[src/gcp_queue.sv]
`timescale 1ns / 1ps
`default_nettype none
// ----------------------------------------------------------------------------
// gcp_queue: small register FIFO
// Circular buffer with push/full on the write side and pop/empty on the
// read side; the oldest entry is shown on rdata while empty is low.
// ----------------------------------------------------------------------------
module gcp_queue #(
	parameter int WIDTH = 32,
	parameter int DEPTH = 2
) (
	input  wire logic             clk,
	input  wire logic             arst_n,
	input  wire logic             push,
	input  wire logic [WIDTH-1:0] wdata,
	output logic                  full,
	input  wire logic             pop,
	output logic      [WIDTH-1:0] rdata,
	output logic                  empty
);

	localparam int AW    = $clog2(DEPTH);
	localparam int CNT_W = $clog2(DEPTH + 1);

	logic [WIDTH-1:0] mem_q [DEPTH];
	logic [AW-1:0]    wr_ptr_q;
	logic [AW-1:0]    rd_ptr_q;
	logic [CNT_W-1:0] count_q;
	logic             do_push;
	logic             do_pop;

	assign full    = (count_q == CNT_W'(DEPTH));
	assign empty   = (count_q == '0);
	assign do_push = push && !full;
	assign do_pop  = pop && !empty;
	assign rdata   = mem_q[rd_ptr_q];

	// Store pushed entries
	always_ff @(posedge clk) begin
		if (do_push) begin
			mem_q[wr_ptr_q] <= wdata;
		end
	end

	// Advance pointers and occupancy
	always_ff @(posedge clk or negedge arst_n) begin
		if (!arst_n) begin
			wr_ptr_q <= '0;
			rd_ptr_q <= '0;
			count_q  <= '0;
		end else begin
			if (do_push) begin
				wr_ptr_q <= (wr_ptr_q == AW'(DEPTH - 1)) ? '0 : wr_ptr_q + AW'(1);
			end
			if (do_pop) begin
				rd_ptr_q <= (rd_ptr_q == AW'(DEPTH - 1)) ? '0 : rd_ptr_q + AW'(1);
			end
			if (do_push && !do_pop) begin
				count_q <= count_q + CNT_W'(1);
			end else if (do_pop && !do_push) begin
				count_q <= count_q - CNT_W'(1);
			end
		end
	end

endmodule

`default_nettype wire

[config.mk]
export PLATFORM = sky130hd
export DESIGN_NAME = gcp_queue
export DESIGN_NICKNAME = d
export VERILOG_FILES = /design/src/gcp_queue.sv
export SDC_FILE = /design/constraint.sdc
export NUM_CORES = 1
export LEC_CHECK = 0
export ABC_AREA = 1
export BUFFER_PORTS_ARGS = -buffer_cell sky130_fd_sc_hd__buf_2
export CAP_MARGIN = 40
export CORE_ASPECT_RATIO = 1.4
export CORE_MARGIN = 4
export CORE_UTILIZATION = 45
export CTS_CLUSTER_SIZE = 28
export DETAILED_ROUTE_END_ITERATION = 6
export HOLD_SLACK_MARGIN = 0.15
export PLACE_DENSITY_LB_ADDON = 0.15
export RECOVER_POWER = 25
export SLEW_MARGIN = 10
export SYNTH_ARGS = -nofsm -noshare
export SYNTH_HDL_FRONTEND = slang
export SYNTH_SLANG_ARGS = --single-unit
export TNS_END_PERCENT = 30
[constraint.sdc]
create_clock -name clk -period 6 [get_ports clk]
set_input_delay 0.6 -clock clk [delete_from_list [all_inputs] [get_ports clk]]
set_output_delay 0.6 -clock clk [all_outputs]
set_load 0.05 [all_outputs]
==> results.py <==
metrics = {
    "place": {
        "routabilityCongestion": 0.721,
        "portBuffers": 69,
        "place_inst": 332,
        "hpwl_mm": 3.14,
    },
    "sta": {
        "post-route-period-util_pct": 43.2,
        "rsz0062_at_grt": "no",
        "hold_viol": 0,
        "skew_ps": 7.97,
        "holdWs_ps": 460,
        "max-slew-margin-rel_pct": 53.9,
        "tightest_slew_ps": 692,
        "period_needed_ps": 2590,
        "finalSetupViolations": 0,
        "tns_ps": 0,
        "report.final.slew_viol_count": 0,
        "max_freq_mhz": 386,
    },
    "synth": {
        "yosysTopAreaCell": "edfxtp_1",
        "synth_edf_count": 64,
        "ys_warn_count": 0,
        "synth_cell_types": 15,
        "syn_area_um2": 2560,
        "ys_seq_area_share_pct": 79.0,
        "synth_nets": 236,
        "synth_fa_ha_area_share_pct": 0.489,
        "synth_top_cell_area_share_pct": 75.1,
        "synth_top_family_by_area": "simple AND/OR/NAND/NOR gates",
        "syn_inst": 199,
        "yosys-top-cells-area": "edfxtp_1, nand2_1, dfrtp_1",
        "yosys.cell_count.top_type": "nand2_1",
        "synth_simple_gate_area_share_pct": 16.9,
        "synth-seq-cells": 68,
        "yosys-top-cells-count": "nand2_1, edfxtp_1, inv_1",
        "synth_compound_area_share_pct": 0.391,
        "ys.flop_type": "edfxtp_1",
        "synth_xor_area_share_pct": 0.342,
        "synthMuxAreaShare_pct": 0,
        "ys_async_sr_fraction_pct": 5.88,
        "avgSynthCellArea_um2": 12.9,
    },
    "min_path": {
        "hold_path.class": "in -> reg",
    },
    "floorplanning": {
        "die-area_um2": 6970,
        "fp.dieW_um": 71.7,
        "core.rowCount": 32,
        "dieHeight_um": 97.2,
        "pin_count": 70,
        "core_area_um2": 5530,
        "initial_core_util_pct": 46.3,
    },
    "final_layout": {
        "num_antenna_cells": 0,
        "final_core_util_pct": 57.5,
        "drive_gt1_share_pct": 27.9,
        "num-nets-final": 313,
        "final_cells": 348,
        "syn_to_final_growth_pct": 24.2,
    },
    "clocking": {
        "clockBufferDepth": 2,
        "worstSkewPairLatency_ps": 320,
        "cts_inserted_buffers": 9,
        "cts.sinks": 68,
        "cts_resized": 0,
        "clk_pin_slew_ps": 70,
        "root_buffer": "clkbuf_8",
        "tritoncts": "done",
        "cts-htree-levels": 3,
    },
    "grt": {
        "grt_pass1_vias": 1627,
        "antenna_found_initial": 0,
        "grt_pass1_wl_mm": 7.46,
        "gr-total-overflow": 0,
        "grt_use_total_pct": 14.2,
        "grt_max_degree": 34,
    },
    "detailed_routing": {
        "routed_via_density": 4.60,
        "dr.first_iter.drc_count": 61,
        "drt-total-wl_mm": 4.55,
        "first_pass_iters": 4,
        "wl_per_cell_um": 13.1,
        "drc": 0,
        "vias": 1602,
        "ant_nets": 0,
    },
    "worst_setup_path": {
        "end_kind": "output port",
        "critPathRequiredTime_ps": 5400,
        "crit_type": "reg -> out",
        "cp.arrival_ps": 1990,
        "path_max_fanout": 33,
        "start_kind": "register",
    },
    "run": {
        "maxCapViolations": 0,
    },
    "run_status": {
        "status": "finished clean",
    },
}
kinds of logic (layout without fill, tap and decap cells):
logic type,Yosys count,count (layout)
AOI/OAI and AO/OA,2,2
xor gates and xnor gates,1,1
adders and majority gates,1,1
buffers and inverters,15,96
DFF,68,68
and+or+nand+nor,112,112
worst max-delay path, stage by stage, from the launching register on:
cell and delay, ps:
dfrtp_1 790, inv_2 450, nand2_1 140, nand2_1 80, buf_2 210
state kept, by name, indices dropped and copies added, names as in the netlist:
name,cells
count_q,2
mem_q,64
rd_ptr_q,1
wr_ptr_q,1
metrics by stage:
stage               instance area, um^2  setup WS, ps
detailed placement                 3000          3660
global placement                   2960          3270
finish                             3180          3410
floorplan                          2560          3520
global route                       3180          3130
CTS                                3190          3320
path summary, 6_finish.rpt:
path	startpoint	end	slack, ps	cells past startpoint
max	rd_ptr_q$_DFFE_PN0P_	rdata[1]	3410	4
min	wdata[31]	mem_q[0][31]$_DFFE_PP_	460	1
max reg2reg	count_q[0]$_DFFE_PN0P_	mem_q[1][27]$_DFFE_PP_	4320	3
min reg2reg	wr_ptr_q$_DFFE_PN0P_	wr_ptr_q$_DFFE_PN0P_	490	2
max in group asynchronous	arst_n	wr_ptr_q$_DFFE_PN0P_	5270	2
min in group asynchronous	arst_n	count_q[1]$_DFFE_PN0P_	600	2
cell usage in the layout (no fill, tap or decap), types with 2 or more instances in the layout:
cell type,instances
nand2_1,105
edfxtp_1,64
buf_2,60
clkbuf_1,12
clkbuf_8,9
inv_1,7
dfrtp_1,4
nor2_2,2
o21ai_0,2
layer usage:
metal	share of wire (%)	up-vias	global-route usage, %
met2	54	48	24.4
met1	40	735	16.0
li1	-	815	-
met3	5.9	4	4.24
met4	0.92	0	6.51
met5	0	-	0
layout make-up:
type | count | area [um^2]
Timing Repair Buffer | 73 | 394
Tap cell | 68 | 85.1
Clock buffer | 12 | 135
Fill cell | 466 | 2350
Multi-Input combinational cell | 116 | 472
Clock inverter | 3 | 38.8
Sequential cell | 68 | 2020
Inverter | 8 | 30.0
what timing repair did:
item                      CTS  global route
hold buffers                1             0
hold endpoints to repair    4             0
buffers inserted            0             0
Power is left out: the tool's default activity adds up to more than one toggle a clock period on the data nets, which glitch-free logic cannot reach.
