===== src/gcp_pkg.sv =====
`timescale 1ns / 1ps
`default_nettype none
// ----------------------------------------------------------------------------
// gcp_pkg: shared types and constants for the grid min-cost path core
// Field widths, configuration register codes and the per-cell flags that
// travel from the front end to the back end.
// ----------------------------------------------------------------------------
package gcp_pkg;

	// Field widths
	localparam int COST_W     = 16;
	localparam int SUM_W      = 32;
	localparam int ROWS_CFG_W = 11;
	localparam int COLS_CFG_W = 9;

	// Configuration port
	localparam int CFG_IDX_W  = 1;
	localparam int CFG_DATA_W = 11;

	typedef enum logic [CFG_IDX_W-1:0] {
		REG_GRID_ROWS = 1'b0,
		REG_GRID_COLS = 1'b1
	} cfg_reg_t;

	// Position class of one cell
	typedef struct packed {
		logic first_row;
		logic first_col;
		logic last_cell;
	} cell_flags_t;

endpackage

`default_nettype wire


===== src/gcp_front.sv =====
`timescale 1ns / 1ps
`default_nettype none
// ----------------------------------------------------------------------------
// gcp_front: cell intake and position tracking
// Accepts cells, tracks the raster position against the configured grid
// size and tags each cell with its column and position class.
// ----------------------------------------------------------------------------
module gcp_front import gcp_pkg::*; #(
	parameter int MAX_COLS = 256,
	parameter int MAX_ROWS = 1024
) (
	input  wire logic                        clk,
	input  wire logic                        arst_n,
	input  wire logic                        push,
	input  wire logic                        q_full,
	input  wire logic signed [COST_W-1:0]    cell_cost,
	input  wire logic [ROWS_CFG_W-1:0]       grid_rows,
	input  wire logic [COLS_CFG_W-1:0]       grid_cols,
	output logic                             item_push,
	output cell_flags_t                      item_flags,
	output logic [$clog2(MAX_COLS)-1:0]      item_col,
	output logic signed [COST_W-1:0]         item_cost
);

	localparam int COL_W  = $clog2(MAX_COLS);
	localparam int ROW_W  = $clog2(MAX_ROWS);
	localparam int CCMP_W = (COLS_CFG_W > COL_W + 1) ? COLS_CFG_W : COL_W + 1;
	localparam int RCMP_W = (ROWS_CFG_W > ROW_W + 1) ? ROWS_CFG_W : ROW_W + 1;

	logic [COL_W-1:0]  col_pos_q;
	logic [ROW_W-1:0]  row_pos_q;
	logic [CCMP_W-1:0] cols_cfg;
	logic [CCMP_W-1:0] cols_eff;
	logic [RCMP_W-1:0] rows_cfg;
	logic [RCMP_W-1:0] rows_eff;
	logic              last_col;
	logic              last_row;
	logic              accept;

	// Saturate sizes at the bounds; a size of zero ends every row at once,
	// which is the same as a size of one
	assign cols_cfg = CCMP_W'(grid_cols);
	assign rows_cfg = RCMP_W'(grid_rows);
	assign cols_eff = (cols_cfg > CCMP_W'(MAX_COLS)) ? CCMP_W'(MAX_COLS) : cols_cfg;
	assign rows_eff = (rows_cfg > RCMP_W'(MAX_ROWS)) ? RCMP_W'(MAX_ROWS) : rows_cfg;

	assign last_col = (CCMP_W'(col_pos_q) + CCMP_W'(1)) >= cols_eff;
	assign last_row = (RCMP_W'(row_pos_q) + RCMP_W'(1)) >= rows_eff;
	assign accept   = push && !q_full;

	// Tag the cell for the back end
	assign item_push            = accept;
	assign item_flags.first_row = (row_pos_q == '0);
	assign item_flags.first_col = (col_pos_q == '0);
	assign item_flags.last_cell = last_col && last_row;
	assign item_col             = col_pos_q;
	assign item_cost            = cell_cost;

	// Advance the raster position; wrap at the end of a grid
	always_ff @(posedge clk or negedge arst_n) begin
		if (!arst_n) begin
			col_pos_q <= '0;
			row_pos_q <= '0;
		end else if (accept) begin
			if (last_col) begin
				col_pos_q <= '0;
				row_pos_q <= last_row ? '0 : row_pos_q + ROW_W'(1);
			end else begin
				col_pos_q <= col_pos_q + COL_W'(1);
			end
		end
	end

endmodule

`default_nettype wire


===== config.mk =====
export PLATFORM = sky130hd
export DESIGN_NAME = gcp_front
export DESIGN_NICKNAME = d
export VERILOG_FILES = /design/src/gcp_pkg.sv /design/src/gcp_front.sv
export SDC_FILE = /design/constraint.sdc
export NUM_CORES = 1
export LEC_CHECK = 0
export BUFFER_PORTS_ARGS = -buffer_cell sky130_fd_sc_hd__buf_2
export CAP_MARGIN = 20
export CORE_UTILIZATION = 28
export CTS_CLUSTER_DIAMETER = 50
export DETAILED_ROUTE_END_ITERATION = 6
export GPL_TIMING_DRIVEN = 1
export PLACE_DENSITY = 0.6
export SLEW_MARGIN = 10
export SYNTH_ARGS = -nofsm -noshare
export SYNTH_HDL_FRONTEND = slang
export SYNTH_SLANG_ARGS = --single-unit

===== constraint.sdc =====
create_clock -name clk -period 3 [get_ports clk]
set_input_delay 0.6 -clock clk [delete_from_list [all_inputs] [get_ports clk]]
set_output_delay 0.6 -clock clk [all_outputs]
set_load 0.02 [all_outputs]

==> summary.md, run 1 <==
| Metric | Value |
|---|---|
| GRT overflow | `0` |
| Clock Sinks | `18` |
| Mapped Cells | `209` |
| Peak VDD IR | `0.2553 mV` |
| Dpl ws | `0.02927 ns` |
| Post-Synthesis Cell Area | `0.001803 mm²` |
| Drt wl/cell | `13.64 µm` |
| Vias in the first global route | `1536` |
| Cell repeated most along the worst path | `buf_6` |
| Post-route DRC | `0` |
| Synthesized area per cell | `8.627 µm²` |
| Average vias per placed instance | `4.889` |
| Row count | `28` |
| Die X-Extent | `82.25 µm` |
| I/O Buffers | `35` |
| Startpoint types | `flop` |
| Fmax | `314.0 MHz` |
| First-pass GRT wire length | `7.403 mm` |
| Finished layout cell area | `0.002374 mm²` |
| Final net count | `322` |
| Final setup fails | `1` |
| Antenna violations before repair | `0` |
| R2R depth | `14` |
| P&R area growth vs syn | `31.64%` |
| Cts bufs inserted | `3` |
| CTS tree | `built` |
| Worst path cell trace | `buf_6 > and3_4 > nand3_4 > nor3_2 > xnor2_1 > inv_1 > ha_4 > nand2_4 > nor2_1 > a221o_1 > and2_4 > buf_6` |
| Final WL | `4.530 mm` |
| Antenna fix cells | `0` |
| Root Buffer | `clkbuf_8` |
| Final Hold Viols | `0` |
| Yosys cell types | `40` |
| Leak pwr | `1.140 nW` |
| Final Cycle Share | `1.062` |
| DR iter-0 viols | `54` |
| Post-DP HPWL | `3.404 mm` |
| PwrDens | `574.7 mW/mm²` |
| CORE AREA | `0.006061 mm²` |
| H-tree depth | `1` |
| Final min period | `3.185 ns` |
| Clock-pin slew of the registers on the worst-case setup and hold paths | `0.07 ns` |
| WP data arrival | `2.58 ns` |
| Total power draw | `1.364 mW` |
| Hold Path Class | `primary input to asynchronous set/reset pin` |
| I/O pin count | `68` |
| RSZ-0062 raised after global routing | `yes` |
| Endpoint type of the worst setup path | `output pin` |
| R2r setup slk | `0.07 ns` |
| DR vias | `1623` |
| Cell accounting for the most synthesized area | `dfrtp_1` |
| TritonRoute pass-1 iters | `4` |
| Min setup slack post-route | `-0.1845 ns` |
| DP Area | `0.002059 mm²` |
| Area share of the largest cell type after synthesis | `0.2498` |
| Routability Congestion | `0.8445` |
| Least-Margin Pin Slew | `0.5524 ns` |
| GRT Total Usage | `0.1412` |
| RR Endpoint | `row_pos_q[0]` |
| Register area share after synthesis | `0.2498` |
| Max-cap violations | `0` |
| Hold_buf cts | `0` |
| Largest net degree at the start of global routing | `19` |
| Max stage delay on crit path | `0.41 ns` |
| Failing checks | `negative setup slack` |
| Dominant cells by area after synthesis | `dfrtp_1, ha_1, buf_4` |
| Clk_skew | `0.002134 ns` |
| Final setup TNS | `-0.1845 ns` |
| Pins Over Slew Limit | `0` |
| Critical R2R Launch | `row_pos_q[1]` |
| Relative slew slack | `0.6317` |
| WP data required | `2.40 ns` |
| Ratio of cells with drive above 1 in the final layout | `0.4280` |
| Outcome | `finished with violations` |
| Critical Path Fanout Max | `4` |
| Ys Warns | `0` |
| Clock Path Buffers | `2` |
| Syn Nets | `273` |
| Critical path's slowest cell | `dfrtp_1` |
| Initial Util | `0.2975` |
| Layout filler cell count | `620` |
| Antenna-violating nets left | `0` |
| Die area | `0.006764 mm²` |
| Synthesized flop and latch total | `18` |
| Die H | `82.25 µm` |
| Clock Latency Late Sink | `0.25 ns` |
| Setup CP Type | `flop to output pin` |
-- per-stage QoR --
step	hold slack, ns	utilization	std cells
floorplan	0.3044	-	209
global placement	0.5599	0.3398	314
detailed placement	0.5636	0.3398	314
CTS	0.2930	0.3695	328
global route	0.3179	0.3916	332
finish	0.2829	0.3916	332
-- registers in the layout, indices dropped and copies added (netlist names) --
signal     flops
row_pos_q     10
item_col       8
-- layout make-up --
type	instances	area, µm²	share of cell area
multi-input combinational	159	1311	0.5525
sequential	18	454.2	0.1914
timing repair buffer	66	421.7	0.1776
tap	75	93.84	0.03954
clock buffer	4	55.05	0.02319
inverter	10	37.54	0.01581
-- cells in the mapped netlist (all sizes together) --
library cell,instances
a21oi,9
a221o,2
a22o,7
a311o,1
a311oi,1
a31o,1
and2,3
and3,7
and4,1
buf,18
clkbuf,4
clkinv,2
dfrtp,18
ha,24
inv,8
mux2,2
nand2,30
nand2b,3
nand3,8
nand3b,1
nand4,2
nor2,8
nor2b,7
nor3,4
nor4,3
o211ai,1
o21ai,17
o31ai,2
or4b,1
xnor2,9
xor2,5
-- power by group --
group          total, mW  leakage (nW)  internal (mW)  switching [mW]
sequential         0.353         0.232          0.293          0.0597
combinational      0.808         0.879          0.394           0.413
clock              0.204        0.0288          0.117          0.0872
-- layout by cell type (no fill, tap or decap), drive strengths merged, types with 4 or more instances in the layout --
cell type | netlist | final
buf | 18 | 66
nand2 | 30 | 30
ha | 24 | 24
dfrtp | 18 | 18
o21ai | 17 | 17
a21oi | 9 | 9
xnor2 | 9 | 9
inv | 8 | 8
nand3 | 8 | 8
nor2 | 8 | 8
a22o | 7 | 7
nor2b | 7 | 7
and3 | 7 | 7
xor2 | 5 | 5
clkbuf | 4 | 4
nor3 | 4 | 4
-- timing repair --
| item | 4_1_cts | 5_1_grt |
|---|---|---|
| pin swaps | 6 | 15 |
| setup buffers | 10 | 4 |
| setup endpoints to repair | 1 | 1 |
| resized for setup | 11 | 20 |
-- metal layers --
layer	vias up	wire length, µm	track usage
li1	813	-	-
met1	789	2144	0.1897
met2	17	2242	0.2397
met3	4	108	0.01978
met4	0	35	0.02807
met5	-	0	0
-- cells by family (layout without fill, tap and decap cells) --
| kind of cell | after synthesis | in the layout | synth area share |
|---|---|---|---|
| DFF | 18 | 18 | 0.2498 |
| xor gates and xnor gates | 14 | 14 | 0.06801 |
| buffers and inverters | 32 | 80 | 0.1048 |
| and+or+nand+nor | 78 | 78 | 0.2366 |
| muxes | 2 | 2 | 0.01249 |
| AOI/OAI and AO/OA | 41 | 41 | 0.1617 |
| adders and majority gates | 24 | 24 | 0.1666 |
-- worst max path at each step --
stage            startpoint       endpoint  slack [ns]  cells after the start
5_1_grt        row_pos_q[1]  item_flags[0]       -0.26                     12
4_1_cts         item_col[1]  item_flags[0]       -0.15                     10
3_3_place_gp    item_col[1]  item_flags[0]        0.06                     10
3_5_place_dp    item_col[1]  item_flags[0]        0.03                     10
6_report       row_pos_q[1]  item_flags[0]       -0.18                     12
2_1_floorplan   item_col[4]  item_flags[0]        0.02                     10
-- critical path, delay by kind of cell, from the launching register on --
| kind | cells | cell delay [ns] |
|---|---|---|
| xor gates and xnor gates | 1 | 0.18 |
| and+or+nand+nor | 6 | 0.80 |
| adders and majority gates | 1 | 0.23 |
| AOI/OAI and AO/OA | 1 | 0.35 |
| buffers and inverters | 3 | 0.35 |
| DFF | 1 | 0.41 |
Power figures use the tool's default switching activity.
==> run 2: changes to the inputs <==
Settings changed: GPL_ROUTABILITY_DRIVEN from default to 0, GPL_TIMING_DRIVEN 1 to 0.
==> run 2 against run 1 <==
  * The flow still finishes with violations (negative setup slack)
  * Power shrank 5.4%
  * Flip-flop and latch count is the same
  * Worst hold slack lost 0.022 ns
  * Clock-buffer cell count is the same
  * Worst setup slack lost 0.043 ns
  * Fmax shrank 1.3%
  * Sequential power grew 1%
  * First-iteration DRC count grew 3.7%
==> summary.md, run 2 (synthesized netlist as in run 1, its figures left out) <==
| Metric | Value |
|---|---|
| Clock Sinks | `18 (unchanged)` |
| Setup CP Type | `flop to output pin (unchanged)` |
| Leak pwr | `1.194 nW (was 1.140 nW)` |
| Post-route DRC | `0 (unchanged)` |
| Final setup fails | `1 (unchanged)` |
| CORE AREA | `0.006061 mm² (unchanged)` |
| TritonRoute pass-1 iters | `4 (unchanged)` |
| RSZ-0062 raised after global routing | `yes (unchanged)` |
| Fmax | `309.9 MHz (was 314.0 MHz)` |
| Die X-Extent | `82.25 µm (unchanged)` |
| Peak VDD IR | `0.2032 mV (was 0.2553 mV)` |
| Max FFs per register | `10 (unchanged)` |
| Total power draw | `1.291 mW (was 1.364 mW)` |
| Largest net degree at the start of global routing | `19 (unchanged)` |
| Antenna-violating nets left | `0 (unchanged)` |
| CTS tree | `built (unchanged)` |
| Hold Path Class | `primary input to asynchronous set/reset pin (unchanged)` |
| P&R area growth vs syn | `31.78% (was 31.64%)` |
| Vias in the first global route | `1462 (was 1536)` |
| R2r setup slk | `0.13 ns (was 0.07 ns)` |
| Critical R2R Launch | `item_col[1] (was row_pos_q[1])` |
| R2R depth | `11 (was 14)` |
| First-pass GRT wire length | `6.844 mm (was 7.403 mm)` |
| GRT Total Usage | `0.1296 (was 0.1412)` |
| H-tree depth | `1 (unchanged)` |
| Drt wl/cell | `12.12 µm (was 13.64 µm)` |
| I/O pin count | `68 (unchanged)` |
| Ratio of cells with drive above 1 in the final layout | `0.4244 (was 0.4280)` |
| DR vias | `1651 (was 1623)` |
| Util after Layout | `0.3920 (was 0.3916)` |
| RR Endpoint | `row_pos_q[5] (was row_pos_q[0])` |
| Post-DP HPWL | `3.158 mm (was 3.404 mm)` |
| Antenna violations before repair | `0 (unchanged)` |
| DR iter-0 viols | `56 (was 54)` |
| Final min period | `3.227 ns (was 3.185 ns)` |
| Layout filler cell count | `609 (was 620)` |
| Endpoint type of the worst setup path | `output pin (unchanged)` |
| Relative slew slack | `0.6368 (was 0.6317)` |
| Clock Path Buffers | `2 (unchanged)` |
| Final Cycle Share | `1.076 (was 1.062)` |
| WP data arrival | `2.63 ns (was 2.58 ns)` |
| Clock-pin slew of the registers on the worst-case setup and hold paths | `0.07 ns (about the same)` |
| Initial Util | `0.2975 (unchanged)` |
| GRT overflow | `0 (unchanged)` |
| Clock Latency Late Sink | `0.26 ns (was 0.25 ns)` |
| Critical Path Fanout Max | `4 (unchanged)` |
| Highest-count cells in the layout ignoring fill and taps | `buf_2, nand2_1, buf_4, ha_1, o21ai_0 (was buf_2, buf_4, nand2_1, ha_1, dfrtp_1)` |
| I/O Buffers | `51 (was 35)` |
| Root Buffer | `clkbuf_8 (unchanged)` |
| Row count | `28 (unchanged)` |
| Antenna fix cells | `0 (unchanged)` |
| Final Hold Viols | `0 (unchanged)` |
| WP data required | `2.40 ns (about the same)` |
| Sequential Area | `457.9 µm² (was 454.2 µm²)` |
| Final WL | `4.193 mm (was 4.530 mm)` |
| Clk_skew | `0.002234 ns (was 0.002134 ns)` |
| Die area | `0.006764 mm² (unchanged)` |
| Dpl ws | `-0.2665 ns (was 0.02927 ns)` |
| Failing checks | `negative setup slack (unchanged)` |
| Outcome | `finished with violations (unchanged)` |
| Max-cap violations | `0 (unchanged)` |
| Average vias per placed instance | `4.772 (was 4.889)` |
| Hold_buf cts | `0 (unchanged)` |
| Min setup slack post-route | `-0.2273 ns (was -0.1845 ns)` |
| Final net count | `336 (was 322)` |
| PwrDens | `543.3 mW/mm² (was 574.7 mW/mm²)` |
| Most common cell after layout, fill and taps aside | `buf_2 (unchanged)` |
| Area of the multi-input gates | `0.001261 mm² (was 0.001311 mm²)` |
| Cts bufs inserted | `3 (unchanged)` |
| Pins Over Slew Limit | `0 (unchanged)` |
| Die H | `82.25 µm (unchanged)` |
| Startpoint types | `flop (unchanged)` |
| Least-Margin Pin Slew | `0.5447 ns (was 0.5524 ns)` |
| Largest Register | `row_pos_q (unchanged)` |
## run 2: changes by cell type in the layout (fill, tap and decap cells not counted), sizes merged
cell and change:
buf +12, clkbuf +2
## run 2: stage by stage
step                      TNS (ns)  instance area, µm²  instances  hold slack, ns
after global placement     -0.3076                2165        335          0.5591
after CTS                  -0.2574                2350        347          0.2753
after detailed placement   -0.2665                2165        335          0.5570
after global routing       -0.3248                2376        346          0.2908
final                      -0.2273                2376        346          0.2613
after floorplan                  0                1815        209          0.3044
## run 2: final cells by class
type / count / share of cell area
multi-input combinational: 159 / 0.5308
sequential: 18 / 0.1927
timing repair buffer: 60 / 0.1401
buffer: 20 / 0.05793
tap: 75 / 0.03949
clock buffer: 4 / 0.02317
inverter: 10 / 0.01580
## run 2: worst max-delay path by stage
| stage | slack [ns] | from | cells after the start | to |
|---|---|---|---|---|
| 4_1_cts | -0.26 | item_col[1] | 11 | item_flags[0] |
| 5_1_grt | -0.32 | row_pos_q[1] | 11 | item_flags[0] |
| 3_5_place_dp | -0.27 | row_pos_q[0] | 10 | item_flags[0] |
| 6_report | -0.23 | item_col[1] | 10 | item_flags[0] |
| 3_3_place_gp | -0.31 | row_pos_q[0] | 10 | item_flags[0] |
| 2_1_floorplan | 0.02 | item_col[4] | 10 | item_flags[0] |
## run 2: critical path, stage by stage (launching register included)
cell	delay [ns]
dfrtp_2	0.44
and3_4	0.19
and3_4	0.17
and3_4	0.18
xor2_2	0.15
ha_1	0.30
and4_4	0.16
nor2b_4	0.12
a311o_2	0.39
and2_4	0.15
buf_6	0.12
## run 2: timing repair
| item | CTS | global route |
|---|---|---|
| setup buffers | 9 | 0 |
| gates cloned | 0 | 0 |
| pin swaps | 4 | 3 |
| hold endpoints to repair | 0 | 0 |
| endpoints found under the setup margin | 1 | 7 |
| resized for setup | 15 | 9 |
## run 2: report_power, final
group | switching, mW | total (mW) | internal, mW | leakage (nW)
clock | 0.0833 | 0.200 | 0.117 | 0.0288
combinational | 0.408 | 0.733 | 0.325 | 0.937
sequential | 0.0622 | 0.358 | 0.296 | 0.228
total | 0.553 | 1.29 | 0.738 | 1.19
## run 2: layer usage
metal / part of all wire / up-vias / track usage
met5: 0 / - / 0
met4: 0.0019 / 0 / 0.01053
met3: 0.035 / 2 / 0.02527
met2: 0.49 / 36 / 0.2256
met1: 0.47 / 770 / 0.1712
li1: - / 843 / -
==> run 3: changes to the inputs <==
Settings changed: PLACE_DENSITY 0.6 to 0.58.
Clock period 3 ns to 4 ns, I/O delays scaled along.
==> run 3 against run 2 <==
  * The flow now finishes without violations
  * Sequential power down 27%
  * Critical path depth rose by 1
  * Clock-buffer cell count down 1
  * Flip-flop and latch count is the same
  * Routed wire length down 5.4%
  * Worst setup slack better by 0.49 ns
  * Highest routed layer unchanged
==> summary.md, run 3 (synthesized netlist as in run 1, its figures left out) <==
| Metric | Value |
|---|---|
| Antenna-violating nets left | `0 (unchanged)` |
| Peak VDD IR | `0.1556 mV (was 0.2032 mV)` |
| Clock Latency Late Sink | `0.25 ns (was 0.26 ns)` |
| GRT Total Usage | `0.1237 (was 0.1296)` |
| Cts repair resizes | `0 (was 15)` |
| Crit path max-delay family | `simple AND/OR/NAND/NOR gates (unchanged)` |
| Highest-count cells in the layout ignoring fill and taps | `buf_2, nand2_1, ha_1, dfrtp_1, buf_4 (was buf_2, nand2_1, buf_4, ha_1, o21ai_0)` |
| Power Internal | `494.2 µW (was 737.8 µW)` |
| TritonRoute pass-1 iters | `4 (unchanged)` |
| Die H | `82.25 µm (unchanged)` |
| Fmax | `267.9 MHz` |
| Root Buffer | `clkbuf_8 (unchanged)` |
| Hold Path Class | `primary input to asynchronous set/reset pin (unchanged)` |
| Seq pwr share | `0.299 (was 0.277)` |
| Die area | `0.006764 mm² (unchanged)` |
| Endpoint type of the worst setup path | `output pin (unchanged)` |
| P&R area growth vs syn | `21.65% (was 31.78%)` |
| RSZ-0062 raised after global routing | `no (was yes)` |
| GRT overflow | `0 (unchanged)` |
| Final Cycle Share | `0.9332` |
| R2r setup slk | `1.09 ns (was 0.13 ns)` |
| # Post-CTS Setup Buffers | `0 (was 9)` |
| Outcome | `completed (was finished with violations)` |
| DP Area | `0.002152 mm² (was 0.002165 mm²)` |
| Crit path buf inv count | `2 (was 1)` |
| Final setup fails | `0 (was 1)` |
| Clock Path Buffers | `2 (unchanged)` |
| Row count | `28 (unchanged)` |
| Finished layout cell area | `0.002193 mm² (was 0.002376 mm²)` |
| Cell repeated most along the worst path | `and3_1 (was and3_4)` |
| Critical R2R Launch | `item_col[4] (was item_col[1])` |
| I/O Buffers | `51 (unchanged)` |
| Final setup TNS | `0 ns (was -0.2273 ns)` |
| H-tree depth | `1 (unchanged)` |
| WP data arrival | `2.93 ns (was 2.63 ns)` |
| R2R depth | `10 (was 11)` |
| Pins Over Slew Limit | `0 (unchanged)` |
| Most common cell after layout, fill and taps aside | `buf_2 (unchanged)` |
| Ratio of cells with drive above 1 in the final layout | `0.3232 (was 0.4244)` |
| Largest Register | `row_pos_q (unchanged)` |
| Clock Power Share | `0.141 (was 0.155)` |
| Max-cap violations | `0 (unchanged)` |
| Final Hold Viols | `0 (unchanged)` |
| Leak pwr | `1.126 nW (was 1.194 nW)` |
| Die X-Extent | `82.25 µm (unchanged)` |
| Final WL | `3.966 mm (was 4.193 mm)` |
| Least-Margin Pin Slew | `0.5339 ns (was 0.5447 ns)` |
| Cts bufs inserted | `3 (unchanged)` |
| Initial Util | `0.2975 (unchanged)` |
| Clock Sinks | `18 (unchanged)` |
| Critical Path Source | `item_col[4] (was item_col[1])` |
| Final net count | `329 (was 336)` |
| Post-route DRC | `0 (unchanged)` |
| Non-Filler Instances | `338 (was 346)` |
| CORE AREA | `0.006061 mm² (unchanged)` |
| Average vias per placed instance | `4.731 (was 4.772)` |
| Inst Count DP | `335 (unchanged)` |
| Worst Setup EP | `item_flags[0] (unchanged)` |
| Clock-pin slew of the registers on the worst-case setup and hold paths | `0.06 ns (was 0.07 ns)` |
| Startpoint types | `flop (unchanged)` |
| I/O pin count | `68 (unchanged)` |
| DR vias | `1599 (was 1651)` |
| Relative slew slack | `0.6440 (was 0.6368)` |
| First-pass GRT wire length | `6.423 mm (was 6.844 mm)` |
| Layout filler cell count | `639 (was 609)` |
| PwrDens | `401.3 mW/mm² (was 543.3 mW/mm²)` |
| WP data required | `3.20 ns (was 2.40 ns)` |
| Largest net degree at the start of global routing | `19 (unchanged)` |
| Post-DP HPWL | `3.249 mm (was 3.158 mm)` |
| Clk_skew | `0.0009325 ns (was 0.002234 ns)` |
| Total power draw | `880.2 µW (was 1.291 mW)` |
| Final min period | `3.733 ns` |
| Comb pwr share | `0.560 (was 0.568)` |
| Setup CP Type | `flop to output pin (unchanged)` |
| DR iter-0 viols | `66 (was 56)` |
| Drt wl/cell | `11.73 µm (was 12.12 µm)` |
| Critical path's slowest cell | `dfrtp_1 (was dfrtp_2)` |
| CTS tree | `built (unchanged)` |
| Max FFs per register | `10 (unchanged)` |
| RR Endpoint | `row_pos_q[5] (unchanged)` |
| Hold_buf cts | `0 (unchanged)` |
| Sw frac | `0.4385 (was 0.4285)` |
| Max stage delay on crit path | `0.45 ns (was 0.44 ns)` |
| Antenna violations before repair | `0 (unchanged)` |
| Worst path cell trace | `and3_1 > and3_1 > and3_1 > xor2_1 > ha_1 > and4_4 > nor2b_4 > a311o_2 > buf_6 > and2_1 > buf_2 (was and3_4 > and3_4 > and3_4 > xor2_2 > ha_1 > and4_4 > nor2b_4 > a311o_2 > and2_4 > buf_6)` |
| Critical Path Fanout Max | `9 (was 4)` |
| Vias in the first global route | `1427 (was 1462)` |
| CP Depth | `11 (was 10)` |
| Sw power | `386.0 µW (was 553.2 µW)` |
| Antenna fix cells | `0 (unchanged)` |
==> run 3: cell count changes in the layout (fill, tap and decap cells not counted), moves of 2 or more <==
cell,delta
and3_1,+3
and3_4,-3
buf_4,-8
clkbuf_1,+2
dfrtp_1,+6
dfrtp_2,-6
ha_1,+2
ha_4,-2
==> run 3: cell type report <==
cell class              instances  area [µm²]  share of cell area
multi-input cells             159        1164              0.5305
plain buffers                  22       151.4             0.06902
repair buffers                 51       255.2              0.1164
inverters                      10       37.54             0.01711
clock buffers                   3       41.29             0.01882
well taps                      75       93.84             0.04278
flip-flops and latches         18       450.4              0.2054
==> run 3: per-stage QoR <==
stage               setup WS, ns  hold slack [ns]    util
floorplan                 0.7057           0.5044       -
global placement          0.5307           0.5631  0.3551
detailed placement        0.5082           0.5725  0.3551
CTS                       0.2332           0.4913  0.3619
global route             0.06808           0.5047  0.3619
finish                    0.2671           0.4759  0.3619
==> run 3: power groups by stage <==
| stage | sequential [mW] | clock (mW) | combinational [mW] |
|---|---|---|---|
| after floorplan | 0.281 | 0 | 0.348 |
| after global placement | 0.266 | 0 | 0.488 |
| after CTS | 0.263 | 0.129 | 0.502 |
| after global routing | 0.273 | 0.133 | 0.552 |
| after detailed placement | 0.267 | 0 | 0.499 |
| final | 0.263 | 0.124 | 0.493 |
==> run 3: metal layers <==
layer,global-route usage,vias to the layer above,wire length (µm)
met5,0,-,0
met4,0.02456,0,30
met3,0.03077,4,205
met2,0.1942,39,1855
met1,0.1709,726,1875
li1,-,830,-
==> run 3: worst min-delay path by stage <==
stage	endpoint	slack, ns	depth (start not counted)
after floorplan	item_col[0]	0.50	0
after detailed placement	row_pos_q[9]	0.57	2
after CTS	item_col[6]	0.49	1
after global routing	item_col[6]	0.50	1
final	item_col[6]	0.48	1
after global placement	row_pos_q[8]	0.56	2
